## src/rtl/hcbp_pkg.sv

```systemverilog
`timescale 1ns / 1ps
// ---------------------------------------------------------------------------
// hcbp_pkg
// Shared types and constants for the Huffman code bit packer.
// ---------------------------------------------------------------------------
package hcbp_pkg;

    // Field widths
    localparam int FUNC_W      = 2;
    localparam int SYM_W       = 8;
    localparam int CODE_W      = 32;
    localparam int LEN_W       = 6;
    localparam int BYTE_W      = 8;
    localparam int CNT_W       = 4;
    localparam int TOTAL_W     = 32;
    localparam int TABLE_DEPTH = 256;

    // Work queue between front and back
    localparam int Q_DEPTH = 4;
    localparam int Q_PTR_W = 2;
    localparam int Q_CNT_W = 3;

    // Function codes
    localparam logic [FUNC_W-1:0] FUNC_LOAD   = 2'd0;
    localparam logic [FUNC_W-1:0] FUNC_ENCODE = 2'd1;
    localparam logic [FUNC_W-1:0] FUNC_FLUSH  = 2'd2;

    // One code table entry
    typedef struct packed {
        logic [CODE_W-1:0] word;
        logic [LEN_W-1:0]  len;
    } tbl_entry_t;

    // One unit of work for the back end; word is left aligned
    typedef struct packed {
        logic              flush;
        logic [CODE_W-1:0] word;
        logic [LEN_W-1:0]  len;
    } work_t;

    // Queue status seen by front and back
    typedef struct packed {
        logic               empty;
        logic [Q_CNT_W-1:0] count;
    } q_status_t;

endpackage

```

## src/rtl/hcbp_queue.sv

```systemverilog
`timescale 1ns / 1ps
// ---------------------------------------------------------------------------
// hcbp_queue
// Small FIFO of work entries between the front and the back end.
// ---------------------------------------------------------------------------
module hcbp_queue (
    input  logic                clk,
    input  logic                rst_n,
    input  logic                push,
    input  hcbp_pkg::work_t     push_work,
    input  logic                pop,
    output hcbp_pkg::work_t     head,
    output hcbp_pkg::q_status_t status
);
    import hcbp_pkg::*;

    work_t               slot_reg [Q_DEPTH];
    logic [Q_PTR_W-1:0]  wr_ptr_reg;
    logic [Q_PTR_W-1:0]  rd_ptr_reg;
    logic [Q_CNT_W-1:0]  count_reg;
    logic [Q_CNT_W-1:0]  count_next;

    // Storage
    always_ff @(posedge clk)
    begin
        if (push)
        begin
            slot_reg[wr_ptr_reg] <= push_work;
        end
    end

    always_comb
    begin
        count_next = count_reg;
        if (push && !pop)
        begin
            count_next = count_reg + 1'b1;
        end
        else if (pop && !push)
        begin
            count_next = count_reg - 1'b1;
        end
    end

    // Pointers and fill level
    always_ff @(posedge clk or negedge rst_n)
    begin
        if (!rst_n)
        begin
            wr_ptr_reg <= '0;
            rd_ptr_reg <= '0;
            count_reg  <= '0;
        end
        else
        begin
            if (push)
            begin
                wr_ptr_reg <= wr_ptr_reg + 1'b1;
            end
            if (pop)
            begin
                rd_ptr_reg <= rd_ptr_reg + 1'b1;
            end
            count_reg <= count_next;
        end
    end

    assign head         = slot_reg[rd_ptr_reg];
    assign status.empty = (count_reg == '0);
    assign status.count = count_reg;

endmodule

```

## config.mk

```make
export PLATFORM = sky130hd
export DESIGN_NAME = hcbp_queue
export DESIGN_NICKNAME = d
export VERILOG_FILES = /design/src/rtl/hcbp_pkg.sv /design/src/rtl/hcbp_queue.sv
export SDC_FILE = /design/constraint.sdc
export NUM_CORES = 1
export LEC_CHECK = 0
export BUFFER_PORTS_ARGS = -buffer_cell sky130_fd_sc_hd__buf_2
export CELL_PAD_IN_SITES_DETAIL_PLACEMENT = 0
export CELL_PAD_IN_SITES_GLOBAL_PLACEMENT = 1
export CORE_UTILIZATION = 50
export DETAILED_ROUTE_END_ITERATION = 8
export MAX_ROUTING_LAYER = met4
export PLACE_DENSITY_LB_ADDON = 0.1
export SLEW_MARGIN = 20
export SYNTH_ARGS = -nofsm -noshare
export SYNTH_HDL_FRONTEND = slang
export SYNTH_SLANG_ARGS = --single-unit
export TNS_END_PERCENT = 100
```

## constraint.sdc

```tcl
create_clock -name clk -period 2.4 [get_ports clk]
set_clock_uncertainty 0.05 [all_clocks]
set_input_delay 0.36 -clock clk [delete_from_list [all_inputs] [get_ports clk]]
set_output_delay 0.36 -clock clk [all_outputs]
set_load 0.05 [all_outputs]
```

# Word-level counts from Yosys, hierarchy flattened
# Memory sizes are Yosys's and may differ from the RTL's.
# Index checks and enable logic that the tools add are counted.
# W data, S select, Z words.
dict set report op_classes {
  muxes 4
  n_reduce_logical 6
  addsub 4
}
# operator n
set ops {}
lappend ops {{$mux W3} 2}
lappend ops {{$add A2 B1 Y2 const B} 2}
lappend ops {{$add A3 B1 Y3 const B} 1}
lappend ops {{$logic_not A3 Y1} 1}
lappend ops {{$sub A3 B1 Y3 const B} 1}
lappend ops {{$logic_and A1 B1 Y1} 2}
lappend ops {{$logic_not A1 Y1} 2}
lappend ops {{$mux W1} 2}
lappend ops {{$reduce_bool A2 Y1} 1}
dict set report word_totals {
  wordCells 18
  ramBits 156
  register_bits 7
  out_inout_bits 43
  inputBits 43
  mem_count 1
}
# name words width rd rd_ports_with_merged_regs wr line
set mem_list {}
lappend mem_list {slot_reg 4 39 1 0 1 hcbp_queue.sv:17} ;# work_t slot_reg [Q_DEPTH];

# Logic depth before layout (Yosys ltp)
dict set report logic_depth {
  ltp_word 4
  ltp_mapped 7
  depth_no_buf 7
}

# Least setup slack after synthesis
# Ideal clock, no wire load.
dict set report synth_timing {
  path_type {reg2out}
  from {reg count_reg[0]}
  to {out status[3] in the netlist's numbering}
  path_buffers 0
  stages_incl_launch_ff 2
  required_time_ps 1990
  arrival_ps 1765
  setup_slack_ps 225
  path_cell_list {dfrtp_1 -> nor3_1}
}
# element line
set synth_rtl {}
lappend synth_rtl {{start: declaration} hcbp_queue.sv:20} ;# logic [Q_CNT_W-1:0] count_reg;
lappend synth_rtl {{start signal: assignment} hcbp_queue.sv:64} ;# count_reg <= count_next;
lappend synth_rtl {{end: declaration} hcbp_queue.sv:13} ;# output hcbp_pkg::q_status_t status

==> flow_summary.yaml <==
status:
  status: "finished with violations"
  failed_checks: "design-rule violations"
clock_tree:
  cts.path.max_buffers: 2
  cts_root_buf: "clkbuf_16"
  tritoncts: "built"
  h-tree-depth: 4
  cts_buffers: 17
  cts_num_sinks: 163
  clk_pin_slew_ns: 0.06
  post_cts_buffers: 0
  clkLatencyLatePin_ns: 0.41
pwr:
  leakage_uw: 0.00253
  p_per_area_nw_per_um2: 1410
  vdd_ir_drop_max_v: 0.000923
yosys:
  syn_area_um2: 6060
  synth_top_area_share_pct: 77.3
  synthArstFlopShare_pct: 4.29
  synth_commonest_cells: "edfxtp_1 (156), mux4_2 (38), dfrtp_1 (7)"
  avgSynthCellArea_um2: 25.6
  synth_cell_type_count: 18
  yosysSeqAreaShare_pct: 80.2
  ys_warn_count: 0
  synth_edf_count: 156
  syn-num-nets: 286
  ys.flop_type: "edfxtp_1"
  synth.most_common_cell: "edfxtp_1"
  synthCells: 237
  ys_seq_elements: 163
  synth_top_area_cell: "edfxtp_1"
  synthTopCellsByArea: "edfxtp_1 (77%), mux4_2 (14%), dfrtp_1 (2.9%), buf_12 (1.3%), ha_1 (1.0%)"
timing:
  fin_ws_ns: 0.131
  slew_headroom_pct: 77.0
  final_max_slew_viol_count: 0
  fmax_mhz: 441
  fin_crit_ns: 2.27
  setup_viol: 0
  fin_setup_tns_ns: 0
  rsz0062_at_grt: "no"
  hold_viol_final: 0
  period_share_pct: 94.5
  worst_slew_pin_slew_ns: 0.346
detailed_routing:
  postRouteAntennaNets: 0
  totalWireLength_um: 9890
  post_drt_wl_per_cell_um: 19.7
  drt_first_iter_violations: 167
  via_per_inst: 5.35
  first_pass_iters: 8
  drc: 6
  dr_total_vias: 2678
global_routing:
  grt_util_all_layers_pct: 18.2
  first_global_vias: 2926
  global_route.overflow_total: 0
  antenna_found_initial: 0
  grt_start_max_net_pins: 25
  grt_pass1_wl_um: 15700
finish:
  area_growth_syn_to_layout_pct: 18.3
  final_cell_area_um2: 7170
  largest_reg_flops: 156
  drive_above_1_share_pct: 45.5
  final_nets: 394
  diodes: 0
setup_path:
  crit_chain: "buf_8 -> mux4_1 -> buf_2"
  cp-start-kind: "register"
  crit_slowest_cell: "mux4_1"
  r2r-start: "wr_ptr_reg[0]"
  crit_type: "register to output pin"
  cp_num_buf_inv: 2
  cpPeakStageDelay_ns: 0.59
  crit_required_ns: 1.99
  crit_family: "multiplexers"
  cp-end-kind: "output pin"
  cp_data_arrival_time_ns: 1.86
  reg2regPathDepth: 4
  reg2reg_to: "slot_reg[2][10]"
  crit_fanout: 17
  ff2ff_setup_slack_ns: 0.87
floorplanning:
  initial_core_util_pct: 52.2
  die-area_um2: 12600
  core-area_um2: 11600
  die_y_um: 112
  rows: 39
  dieWidth_um: 112
  io-pin-count: 86
place:
  post-place-ws_ns: 0.423
  dpl_cell_area_um2: 6660
  gp_congestion: 0.666
  dp_hpwl_um: 6010
  io_buffers: 85
flow_run:
  cap_violations: 0
worst_hold_path:
  hold_start: "push_work[11]"
  min_to: "slot_reg[2][11]"
  worst_hold_path_type: "input port to register"
  holdPathStages: 1
stage by stage:
step	utilization, %	power (µW)	std cells	hold WS (ns)
after floorplan	-	7160	237	0.0144
after global placement	57.4	7890	468	0.160
after detailed placement	57.4	7950	468	0.156
after CTS	61.7	10200	501	0.0850
after global routing	61.7	10500	501	0.0919
final	61.7	10100	501	0.109
power breakdown:
part	switching [µW]	leakage, µW	internal [µW]
Combinational	2670	0.000773	1210
Clock	965	0.000240	1290
Sequential	208	0.00151	3740
timing repair:
action,CTS,global route
gates resized for setup,1,2
hold buffers,1,0
hold endpoints to repair,7,0
setup endpoints to repair,1,11
area by class of cell:
cell class              count  area (µm²)
well taps                 143         179
flip-flops and latches    163        4860
clock buffers              22         444
fillers                   852        4440
clock inverters            10        42.5
inverters                   4        15.0
repair buffers             98         546
multi-input cells          61        1080
metal layers:
layer / vias up / GRT usage (%) / routed length [µm]
met4: 0 / 8.98 / 146
met3: 13 / 5.29 / 541
li1: 1216 / - / -
met5: - / - / 0
met1: 1364 / 22.0 / 4200
met2: 85 / 28.3 / 5000
logic make-up after synthesis:
group | synth area share (%)
AOI/OAI and AO/OA | 0.0825
xor gates and xnor gates | 0.867
adders and majority gates | 1.36
buffers and inverters | 2.09
DFF | 80.2
muxes | 14.7
and+or+nand+nor | 0.681
placed cells by master, fill, tap and decap left out:
cell type	Yosys	routed
and2_2	0	4
buf_12	4	1
buf_2	4	85
buf_4	0	10
buf_8	0	1
clkbuf_1	0	5
clkbuf_16	0	17
clkinv_1	0	6
clkinv_2	0	4
dfrtp_1	7	5
dfrtp_2	0	1
dfrtp_4	0	1
dlygate4sd3_1	0	1
edfxtp_1	156	156
fa_1	1	1
ha_1	5	5
inv_1	4	4
mux2_2	1	1
mux4_1	1	1
mux4_2	38	38
nand2_1	2	2
nor2_1	1	1
nor3_1	1	1
o21ai_0	1	1
xnor2_1	2	2
xor2_1	4	4
worst max-delay path by stage:
| stage | cells after the start | slack, ns | start | endpoint |
|---|---|---|---|---|
| after floorplan | 1 | 0.22 | count_reg[0] | status[3] |
| after global placement | 3 | 0.46 | rd_ptr_reg[0] | head[29] |
| after detailed placement | 3 | 0.42 | rd_ptr_reg[0] | head[29] |
| after CTS | 3 | 0.002 | rd_ptr_reg[1] | head[13] |
| after global routing | 3 | 0.04 | rd_ptr_reg[0] | head[29] |
| final | 3 | 0.13 | rd_ptr_reg[0] | head[29] |
Note: power is estimated with default switching activity, not from simulation.
