<file path="config.mk">
export PLATFORM = sky130hd
export DESIGN_NAME = hcbp_back
export DESIGN_NICKNAME = d
export VERILOG_FILES = /design/src/rtl/hcbp_pkg.sv /design/src/rtl/hcbp_back.sv
export SDC_FILE = /design/constraint.sdc
export NUM_CORES = 1
export LEC_CHECK = 0
export ABC_CLOCK_PERIOD_IN_PS = 6200
export BUFFER_PORTS_ARGS = -buffer_cell sky130_fd_sc_hd__buf_2
export CORE_MARGIN = 5
export CORE_UTILIZATION = 50
export CTS_CLUSTER_DIAMETER = 150
export DETAILED_ROUTE_END_ITERATION = 8
export HOLD_SLACK_MARGIN = 0.15
export PLACE_DENSITY_LB_ADDON = 0.15
export SKIP_CTS_REPAIR_TIMING = 1
export SYNTH_ARGS = -nofsm -noshare
export SYNTH_HDL_FRONTEND = slang
export SYNTH_SLANG_ARGS = --single-unit
</file>
<file path="constraint.sdc">
create_clock -name clk -period 6.2 [get_ports clk]
set_input_delay 1.24 -clock clk [delete_from_list [all_inputs] [get_ports clk]]
set_output_delay 1.24 -clock clk [all_outputs]
set_load 0.02 [all_outputs]
</file>
<file path="src/rtl/hcbp_pkg.sv">
`timescale 1ns / 1ps
// ---------------------------------------------------------------------------
// hcbp_pkg
// Shared types and constants for the Huffman code bit packer.
// ---------------------------------------------------------------------------
package hcbp_pkg;

    // Field widths
    localparam int FUNC_W      = 2;
    localparam int SYM_W       = 8;
    localparam int CODE_W      = 32;
    localparam int LEN_W       = 6;
    localparam int BYTE_W      = 8;
    localparam int CNT_W       = 4;
    localparam int TOTAL_W     = 32;
    localparam int TABLE_DEPTH = 256;

    // Work queue between front and back
    localparam int Q_DEPTH = 4;
    localparam int Q_PTR_W = 2;
    localparam int Q_CNT_W = 3;

    // Function codes
    localparam logic [FUNC_W-1:0] FUNC_LOAD   = 2'd0;
    localparam logic [FUNC_W-1:0] FUNC_ENCODE = 2'd1;
    localparam logic [FUNC_W-1:0] FUNC_FLUSH  = 2'd2;

    // One code table entry
    typedef struct packed {
        logic [CODE_W-1:0] word;
        logic [LEN_W-1:0]  len;
    } tbl_entry_t;

    // One unit of work for the back end; word is left aligned
    typedef struct packed {
        logic              flush;
        logic [CODE_W-1:0] word;
        logic [LEN_W-1:0]  len;
    } work_t;

    // Queue status seen by front and back
    typedef struct packed {
        logic               empty;
        logic [Q_CNT_W-1:0] count;
    } q_status_t;

endpackage

</file>
<file path="src/rtl/hcbp_back.sv">
`timescale 1ns / 1ps
// ---------------------------------------------------------------------------
// hcbp_back
// Bit packer: folds queued codes into bytes and drives the output register.
// ---------------------------------------------------------------------------
module hcbp_back (
    input  logic                           clk,
    input  logic                           rst_n,
    input  hcbp_pkg::q_status_t            q_status,
    input  hcbp_pkg::work_t                head,
    output logic                           pop,
    output logic                           rsp_valid,
    input  logic                           rsp_stall,
    output logic [hcbp_pkg::BYTE_W-1:0]    out_byte,
    output logic                           is_last,
    output logic [hcbp_pkg::TOTAL_W-1:0]   bytes_written
);
    import hcbp_pkg::*;

    localparam logic [CNT_W-1:0] FULL_CNT = CNT_W'(BYTE_W);

    logic [BYTE_W-1:0]  pend_reg,    pend_next;
    logic [CNT_W-1:0]   cnt_reg,     cnt_next;
    logic [CODE_W-1:0]  aligned_reg, aligned_next;
    logic [LEN_W-1:0]   rem_reg,     rem_next;
    logic [TOTAL_W-1:0] total_reg,   total_next;
    logic               rsp_valid_reg;
    logic [BYTE_W-1:0]  out_byte_reg;
    logic               is_last_reg;
    logic [TOTAL_W-1:0] bytes_written_reg;

    logic               slot_free;
    logic               busy;
    logic               full;
    logic               emit;
    logic [BYTE_W-1:0]  emit_byte;
    logic               emit_last;
    logic [BYTE_W-1:0]  base;
    logic [CNT_W-1:0]   cnt_b;
    logic [CNT_W-1:0]   room;
    logic [CNT_W-1:0]   take;

    assign slot_free = !rsp_valid_reg || !rsp_stall;
    assign busy      = (rem_reg != '0);
    assign full      = (cnt_reg == FULL_CNT);

    // Fill step: emit a full byte first, then take as many bits as fit
    always_comb
    begin
        base         = full ? '0 : pend_reg;
        cnt_b        = full ? '0 : cnt_reg;
        room         = FULL_CNT - cnt_b;
        take         = (LEN_W'(room) < rem_reg) ? room : rem_reg[CNT_W-1:0];
        pend_next    = pend_reg;
        cnt_next     = cnt_reg;
        aligned_next = aligned_reg;
        rem_next     = rem_reg;
        pop          = 1'b0;
        emit         = 1'b0;
        emit_byte    = pend_reg;
        emit_last    = 1'b0;
        if (busy)
        begin
            if (!full || slot_free)
            begin
                emit         = full;
                pend_next    = base | (aligned_reg[CODE_W-1 -: BYTE_W] >> cnt_b);
                cnt_next     = cnt_b + take;
                aligned_next = aligned_reg << take;
                rem_next     = rem_reg - LEN_W'(take);
            end
        end
        else if (!q_status.empty)
        begin
            if (head.flush)
            begin
                if (slot_free)
                begin
                    pop       = 1'b1;
                    emit      = 1'b1;
                    emit_last = 1'b1;
                    pend_next = '0;
                    cnt_next  = '0;
                end
            end
            else
            begin
                pop          = 1'b1;
                aligned_next = head.word;
                rem_next     = head.len;
            end
        end
    end

    // Saturating byte count
    assign total_next = (total_reg == '1) ? total_reg : total_reg + 1'b1;

    // Packer state
    always_ff @(posedge clk or negedge rst_n)
    begin
        if (!rst_n)
        begin
            pend_reg      <= '0;
            cnt_reg       <= '0;
            rem_reg       <= '0;
            total_reg     <= '0;
            rsp_valid_reg <= 1'b0;
        end
        else
        begin
            pend_reg <= pend_next;
            cnt_reg  <= cnt_next;
            rem_reg  <= rem_next;
            if (emit)
            begin
                total_reg     <= total_next;
                rsp_valid_reg <= 1'b1;
            end
            else if (!rsp_stall)
            begin
                rsp_valid_reg <= 1'b0;
            end
        end
    end

    // Payload registers
    always_ff @(posedge clk)
    begin
        aligned_reg <= aligned_next;
        if (emit)
        begin
            out_byte_reg      <= emit_byte;
            is_last_reg       <= emit_last;
            bytes_written_reg <= total_next;
        end
    end

    assign rsp_valid     = rsp_valid_reg;
    assign out_byte      = out_byte_reg;
    assign is_last       = is_last_reg;
    assign bytes_written = bytes_written_reg;

endmodule

</file>
* Word-level counts from Yosys, hierarchy flattened
Cells that the tools add are included.
** Word-level totals
- Input bits :: 46
- Register bits :: 124
- Output and inout port bits :: 43
** Operators by class
- Magnitude comparators :: 1
- Bitwise logic cells :: 1
- Shift-type cells :: 2
- Add/sub/neg operators :: 4
- Mux-type cells :: 32
- Eq/ne operators :: 6
- Reduce and logical (&&, ||, !) cells :: 10
** Operators by type and width (count)
- 2-to-1 mux 32 bit :: 5
- 2-to-1 mux 8 bit :: 6
- adder 32 x 1 -> 32 bit (second input constant) :: 1
- == test 32 bit (second input constant) :: 1
- << shifter 32 x 4 -> 32 bit :: 1
- 2-to-1 mux 4 bit :: 7
- 2-to-1 mux 6 bit :: 4
- 2-to-1 mux 1 bit :: 10
- != test 2 x 1 -> 1 bit (second input constant) :: 4
- OR 8 bit :: 1
- >> shifter 8 x 4 -> 8 bit :: 1
- < comparator 4 x 6 -> 1 bit :: 1
- nonzero test 6 bit :: 1
- subtractor 6 x 4 -> 6 bit :: 1
- adder 4 bit :: 1
- == test 4 bit (second input constant) :: 1
- AND reduction 4 bit :: 1
- nonzero test 2 bit :: 2
- subtractor 4 bit (first input constant) :: 1
- zero test 1 bit :: 3
- AND reduction 3 bit :: 1
- logical OR 1 bit :: 2

* Logic depth before layout (Yosys ltp)
Gate-level depths: netlist of the first run.
- Depth in word-level cells :: 8
- Depth in mapped cells :: 23

* Worst setup path before layout of the first run
No wires, ideal clock.
- Path kind :: reg2reg
- From :: register cnt_reg[0]
- To :: register rem_reg[3]
- Slack :: 1.842 ns
- Setup time :: 0.109 ns
- Stages on the path, launching flop included :: 23
- Path buffers :: 4
- Arrival time :: 4.249 ns
- Cell sequence :: dfrtp_1 > inv_1 > ha_1 > or4b_1 > a21oi_1 > nor2_1 > ha_1 > nor2_1 > or3_1 > buf_4 > o32ai_4 > inv_2 > buf_2 > buf_6 > buf_2 > ha_1 > inv_1 > a31oi_1 > o22ai_1 > nand2_1 > xor2_1 > a211o_1 > o21ai_0
** On the way
- Word-level cells in the longest chain between the ends :: 8
** RTL lines
- from (decl) :: line hcbp_back.sv:23 : logic [CNT_W-1:0] cnt_reg, cnt_next;
- from (signal assigned) :: line hcbp_back.sv:112 : cnt_reg <= cnt_next;
- == test 4 bit :: line hcbp_back.sv:45 : assign full = (cnt_reg == FULL_CNT);
- 2-to-1 mux 4 bit :: line hcbp_back.sv:51 : cnt_b = full ? '0 : cnt_reg;
- subtractor 4 bit :: line hcbp_back.sv:52 : room = FULL_CNT - cnt_b;
- < comparator 4 x 6 -> 1 bit :: line hcbp_back.sv:53 : take = (LEN_W'(room) < rem_reg) ? room : rem_reg[CNT_W-1:0];
- 2-to-1 mux 4 bit :: line hcbp_back.sv:53
- subtractor 6 x 4 -> 6 bit :: line hcbp_back.sv:70 : rem_next = rem_reg - LEN_W'(take);
- 2-to-1 mux 6 bit :: line hcbp_back.sv:64 : if (!full || slot_free)
- 2-to-1 mux 6 bit :: line hcbp_back.sv:62 : if (busy)
- to (signal assigned) :: line hcbp_back.sv:113 : rem_reg <= rem_next;
- to (decl) :: line hcbp_back.sv:25 : logic [LEN_W-1:0] rem_reg, rem_next;
Several ways; a longest one is shown, not always the timed one. The select of a mux whose other input is x is not followed.
A chain may end at the register's enable or synchronous reset.

* Final worst setup path of the first run
- From :: register cnt_reg[0]
- To :: register aligned_reg[18], data pin
** On the way
- Word-level cells in the longest chain between the ends :: 8
** RTL lines
- == test 4 bit :: line hcbp_back.sv:45
- 2-to-1 mux 4 bit * :: line hcbp_back.sv:51
- subtractor 4 bit * :: line hcbp_back.sv:52
- < comparator 4 x 6 -> 1 bit :: line hcbp_back.sv:53
- 2-to-1 mux 4 bit * :: line hcbp_back.sv:53
- << shifter 32 x 4 -> 32 bit * :: line hcbp_back.sv:69 : aligned_next = aligned_reg << take;
- 2-to-1 mux 32 bit * :: line hcbp_back.sv:64
- 2-to-1 mux 32 bit * :: line hcbp_back.sv:62
- net aligned_next[18] :: line hcbp_back.sv:24 : logic [CODE_W-1:0] aligned_reg, aligned_next;
- to (signal assigned) :: line hcbp_back.sv:129 : aligned_reg <= aligned_next;
- to (decl) :: line hcbp_back.sv:24
Mark *: on every way through the listed nets, which the timed path passes. The rest lies on a longest branch. The select of a mux whose other input is x is not followed.

==> results of run 1 <==
-- placed cells by master, fill, tap and decap left out, types with 5 or more instances in the layout --
| master | synthesis | layout |
|---|---|---|
| dfrtp_1 | 51 | 51 |
| clkbuf_16 | 0 | 17 |
| inv_1 | 22 | 22 |
| nor4_1 | 5 | 5 |
| a21oi_1 | 38 | 38 |
| nor2_1 | 72 | 72 |
| clkinv_4 | 1 | 5 |
| ha_1 | 12 | 12 |
| xor2_1 | 25 | 25 |
| nand3_1 | 28 | 28 |
| a31oi_1 | 12 | 12 |
| a211oi_1 | 26 | 26 |
| and2_1 | 5 | 5 |
| buf_4 | 2 | 13 |
| xnor2_1 | 40 | 40 |
| a22o_1 | 8 | 8 |
| edfxtp_1 | 73 | 73 |
| o22ai_1 | 7 | 7 |
| a2111oi_0 | 8 | 8 |
| buf_2 | 12 | 85 |
| and3_1 | 16 | 16 |
| nor3_1 | 16 | 16 |
| nand4_1 | 15 | 15 |
| o21ai_0 | 29 | 29 |
| mux2i_1 | 35 | 35 |
| nand2_1 | 91 | 91 |
-- worst paths after layout --
kind	startpoint	endpoint	slack (ns)
setup / recovery	cnt_reg[0]	aligned_reg[18]	1.26
hold / removal	emit_byte[1]	out_byte[1]	0.45
setup reg to reg	cnt_reg[0]	aligned_reg[18]	1.26
hold reg to reg	emit_byte[1]	out_byte[1]	0.45
max in group asynchronous	rst_n	emit_byte[7]	4.80
min in group asynchronous	rst_n	total_reg[2]	0.94
-- logic make-up after synthesis --
group,after synthesis,synth area share [%]
flip-flops,124,45.8
XOR/XNOR,65,7.52
multiplexers,43,6.31
AND/OR/NAND/NOR,266,16.4
buffers and inverters,72,4.03
adder cells (fa/ha/maj),13,2.25
AO/OA/AOI/OAI,190,17.7
-- metal layers --
layer	global-route usage, %	up-vias	share of wire, %
li1	-	3022	-
met1	29.4	3112	43
met2	37.1	272	48
met3	4.71	42	6.7
met4	8.89	0	2.3
met5	0	-	0
-- through the flow --
step	hold WS [ns]	area, µm²	instances
after floorplan	0.425	7570	773
after global placement	0.432	8130	1013
after detailed placement	0.432	8130	1013
after CTS	0.445	8780	1045
after global routing	0.466	8780	1045
final	0.446	8780	1045
-- cell type report --
| class | count | area (µm²) |
|---|---|---|
| Fill cell | 1286 | 6250 |
| Multi-Input combinational cell | 577 | 3800 |
| Sequential cell | 124 | 3470 |
| Timing Repair Buffer | 98 | 523 |
| Clock buffer | 20 | 467 |
| Tap cell | 188 | 235 |
| Clock inverter | 12 | 186 |
| Inverter | 26 | 103 |
==> qor.txt, run 1 <==
outcome - finished clean
nets - 903
crit path buf inv count - 2
count of cell types in the netlist - 73
Worst Hold Class - reg -> reg
setup violators final - 0
DR vias/cell - 6.17
flops & latches, synth - 124
number of remaining DRC errors - 0
Post-synth EDFFs - 73
first-pass GRT wire length - 32300 µm
worst hold path depth - 0
Clk pin slew, worst setup/hold paths - 0.06 ns
CP Capture Type - flip-flop
layout cells sized above 1 - 17.6%
WP data arrival - 5.12 ns
post-route worst setup slack - 1.26 ns
Clock Tree Root - clkbuf_16
RSZ-0062 raised after global routing - false
global-route usage over all layers - 22.6%
top-area cell type share of the netlist area - 28.9%
CP delay by family, top - simple AND/OR/NAND/NOR gates
Die H - 133 µm
Avg Inst Size Synth - 9.80 µm²
Worst path depth - 15
vias in the first global route - 6318
wire per inst - 18.7 µm
synth cell count leaders - nand2_1, edfxtp_1, nor2_1
Max Cap Violations - 0
initial drt markers - 516
Worst-Margin Slew - 1.03 ns
clk buf depth - 2
fin crit period - 4.94 ns
total negative slack - 0 ns
IO buf count - 85
Starting Density - 50.4%
Top FF cell, synth - edfxtp_1
share of synthesized registers carrying an async set or reset - 41.1%
yosys warns - 0
DR pass1 iterations - 5
fmax - 202 MHz
initial antenna violation count - 0
Layout Area Growth over Synthesis - 16.0%
Final Hold Fails - 0
Final Skew - 0.00709 ns
GPL Wtd Cong - 0.890
Worst Setup Start Kind - flip-flop
largest net degree at the start of global routing - 52
I/O pins - 89
Vias - 6448
FF-to-FF path depth - 15
core area - 0.0150 mm²
Place WS - 1.33 ns
Crit-path slowest cell - mux4_2
Num CTS Buffers - 17
die area - 0.0177 mm²
clk sink count - 124
post-DP HPWL - 13600 µm
number of H-tree levels - 4
Crit path largest cell delay - 0.55 ns
Mapped Nets - 832
grt total ovfl - 0
largest cells by area after synthesis - edfxtp_1, dfrtp_1, mux2i_1
synthesized cell area - 0.00757 mm²
CTS tree - done
Diodes inserted - 0
ANT nets after route - 0
sequential area share after synthesis - 45.8%
CP Max Fanout - 35
CP required - 6.38 ns
crit-path cells - inv_1 -> ha_1 -> or4b_1 -> a21oi_1 -> nor2_1 -> ha_1 -> nor3_1 -> or3_1 -> nor3_4 -> nor2_4 -> clkinv_4 -> mux4_2 -> mux2i_1 -> nor2_1 -> a221o_1
final wirelength - 19500 µm
most instantiated library cell after synthesis - nand2_1
Final period util - 79.7%
Synth area leader - edfxtp_1
Finished Core Util - 58.4%
Slew Limit Fails - 0
Crit Path Class - reg -> reg
clk_lat worst skew - 0.43 ns
tightest slew margin relative to the limit - 30.9%
chip width - 133 µm
Cells after Synth - 773
number of core rows - 45
Power of run 1 is left out: the tool's default activity adds up to more than one toggle a clock period on the data nets, which glitch-free logic cannot reach.
==> run 2, diff against run 1 <==
ABC_CLOCK_PERIOD_IN_PS = 4300   (was 6200)
clock period = 4.3 ns   (was 6.2 ns; I/O delays follow)
==> qor.txt, run 2 (same netlist as run 1, synthesis figures left out) <==
chip width - 133 µm (unchanged)
CP Capture Type - flip-flop
Diodes inserted - 0 (unchanged)
final wirelength - 20300 µm (+3.8%)
placed cell area - 0.00833 mm² (+2.5%)
# fillers - 1270 (-1.2%)
Vias - 6534 (+1.3%)
Slew Limit Fails - 0 (unchanged)
vias in the first global route - 6342 (+0.38%)
CP required - 4.58 ns (-1.80 ns)
Starting Density - 50.4% (unchanged)
core area - 0.0150 mm² (unchanged)
outcome - finished clean
DR pass1 iterations - 8 (+3)
nets - 934 (+3.4%)
Place WS - -0.0174 ns (-1.35 ns)
wire per inst - 18.9 µm (+0.82%)
setup violators final - 0 (unchanged)
met1 Usage GRT - 30.5% (+1.0 points)
Crit Path Class - reg -> reg
clk_lat worst skew - 0.42 ns (about the same)
die area - 0.0177 mm² (unchanged)
Crit-path slowest cell - or4_1
clk sink count - 124 (unchanged)
layout cells sized above 1 - 21.8% (+4.2 points)
Top Usage Layer GRT - met2
commonest non-fill, non-tap cell in the layout - nand2_1
post-DP HPWL - 14400 µm (+6.0%)
Die H - 133 µm (unchanged)
Crit path largest cell delay - 0.55 ns (about the same)
DR vias/cell - 6.07 (-1.6%)
grt total ovfl - 0 (unchanged)
largest net degree at the start of global routing - 43 (-17%)
CTS tree - done
WP data arrival - 4.40 ns (-0.72 ns)
Final Skew - 0.00951 ns (+0.00242 ns)
crit path buf inv count - 3 (+1)
CP Max Fanout - 7 (-80%)
initial drt markers - 508 (-1.6%)
GPL Wtd Cong - 0.947 (+6.4%)
Num CTS Buffers - 17 (unchanged)
CP delay by family, top - compound AO/OA/AOI/OAI gates
ANT nets after route - 0 (unchanged)
Worst Setup Start Kind - flip-flop
Final Cell Area - 0.00908 mm² (+3.4%)
Layout Area Growth over Synthesis - 19.9%
global-route usage over all layers - 23.0% (+0.41 points)
number of remaining DRC errors - 0 (unchanged)
Clk pin slew, worst setup/hold paths - 0.06 ns (about the same)
met2 usage - 37.5% (+0.45 points)
Worst Hold Class - in -> async
Max Cap Violations - 0 (unchanged)
commonest non-fill, non-tap cells in the layout - nand2_1, buf_2, edfxtp_1
first-pass GRT wire length - 32800 µm (+1.6%)
initial antenna violation count - 0 (unchanged)
number of H-tree levels - 4 (unchanged)
Clock Tree Root - clkbuf_16
tightest slew margin relative to the limit - 39.1% (+8.2 points)
met3 Use GR - 4.30% (-0.42 points)
crit-path cells - inv_1 -> ha_1 -> or4b_1 -> a21oi_4 -> nor2_1 -> ha_1 -> a211oi_4 -> o31a_1 -> buf_4 -> o21ai_1 -> buf_4 -> a21oi_2 -> a2111oi_0 -> or4_1 -> mux2_4 -> o21ai_2
Worst-Margin Slew - 0.907 ns (-0.123 ns)
clk buf depth - 2 (unchanged)
post-route worst setup slack - 0.185 ns (-1.07 ns)
fmax - 243 MHz (+20%)
Final Hold Fails - 0 (unchanged)
I/O pins - 89 (unchanged)
IO buf count - 85 (unchanged)
fin crit period - 4.12 ns (-0.826 ns)
Final period util - 95.7% (+16 points)
number of core rows - 45 (unchanged)
## run 2: cell count changes in the layout (fill, tap and decap cells not counted), sizes merged
cell and delta:
buf +31, bufinv -3, inv +3, clkbuf +2
clkinv -1, clkinvlp -1
## run 2: stage by stage
stage,setup TNS (ns),std cells,util (%),hold slack (ns)
finish,0,1076,60.4,0.433
global placement,0,1038,55.4,0.432
floorplan,0,773,-,0.425
detailed placement,-0.0286,1038,55.4,0.438
CTS,-0.0649,1070,59.5,0.437
global route,-0.00592,1076,60.4,0.462
## run 2: cell type report
class	instances	area, µm²	share of cell area, %
clock buffer	22	517	5.69
clock inverter	10	97.6	1.07
inverter	26	103	1.13
multi-input combinational	577	3890	42.8
sequential	124	3470	38.2
tap	188	235	2.59
timing repair buffer	129	776	8.54
## run 2: worst paths after layout
| check | from | end | slack [ns] | cells after the start |
|---|---|---|---|---|
| max | cnt_reg[1] | aligned_reg[16] | 0.18 | 16 |
| min | rst_n | total_reg[5] | 0.43 | 1 |
| max reg2reg | cnt_reg[1] | aligned_reg[16] | 0.18 | 16 |
| min reg2reg | emit_byte[6] | out_byte[6] | 0.45 | 0 |
| max in group asynchronous | rst_n | cnt_reg[2] | 3.06 | 2 |
| min in group clk | emit_byte[6] | out_byte[6] | 0.45 | 0 |
## run 2: metal layers
layer,routed length (µm),up-vias
met1,8510,3120
met5,0,-
met4,453,0
li1,-,3082
met2,9870,287
met3,1450,45
Power of run 2 is left out for the same reason.
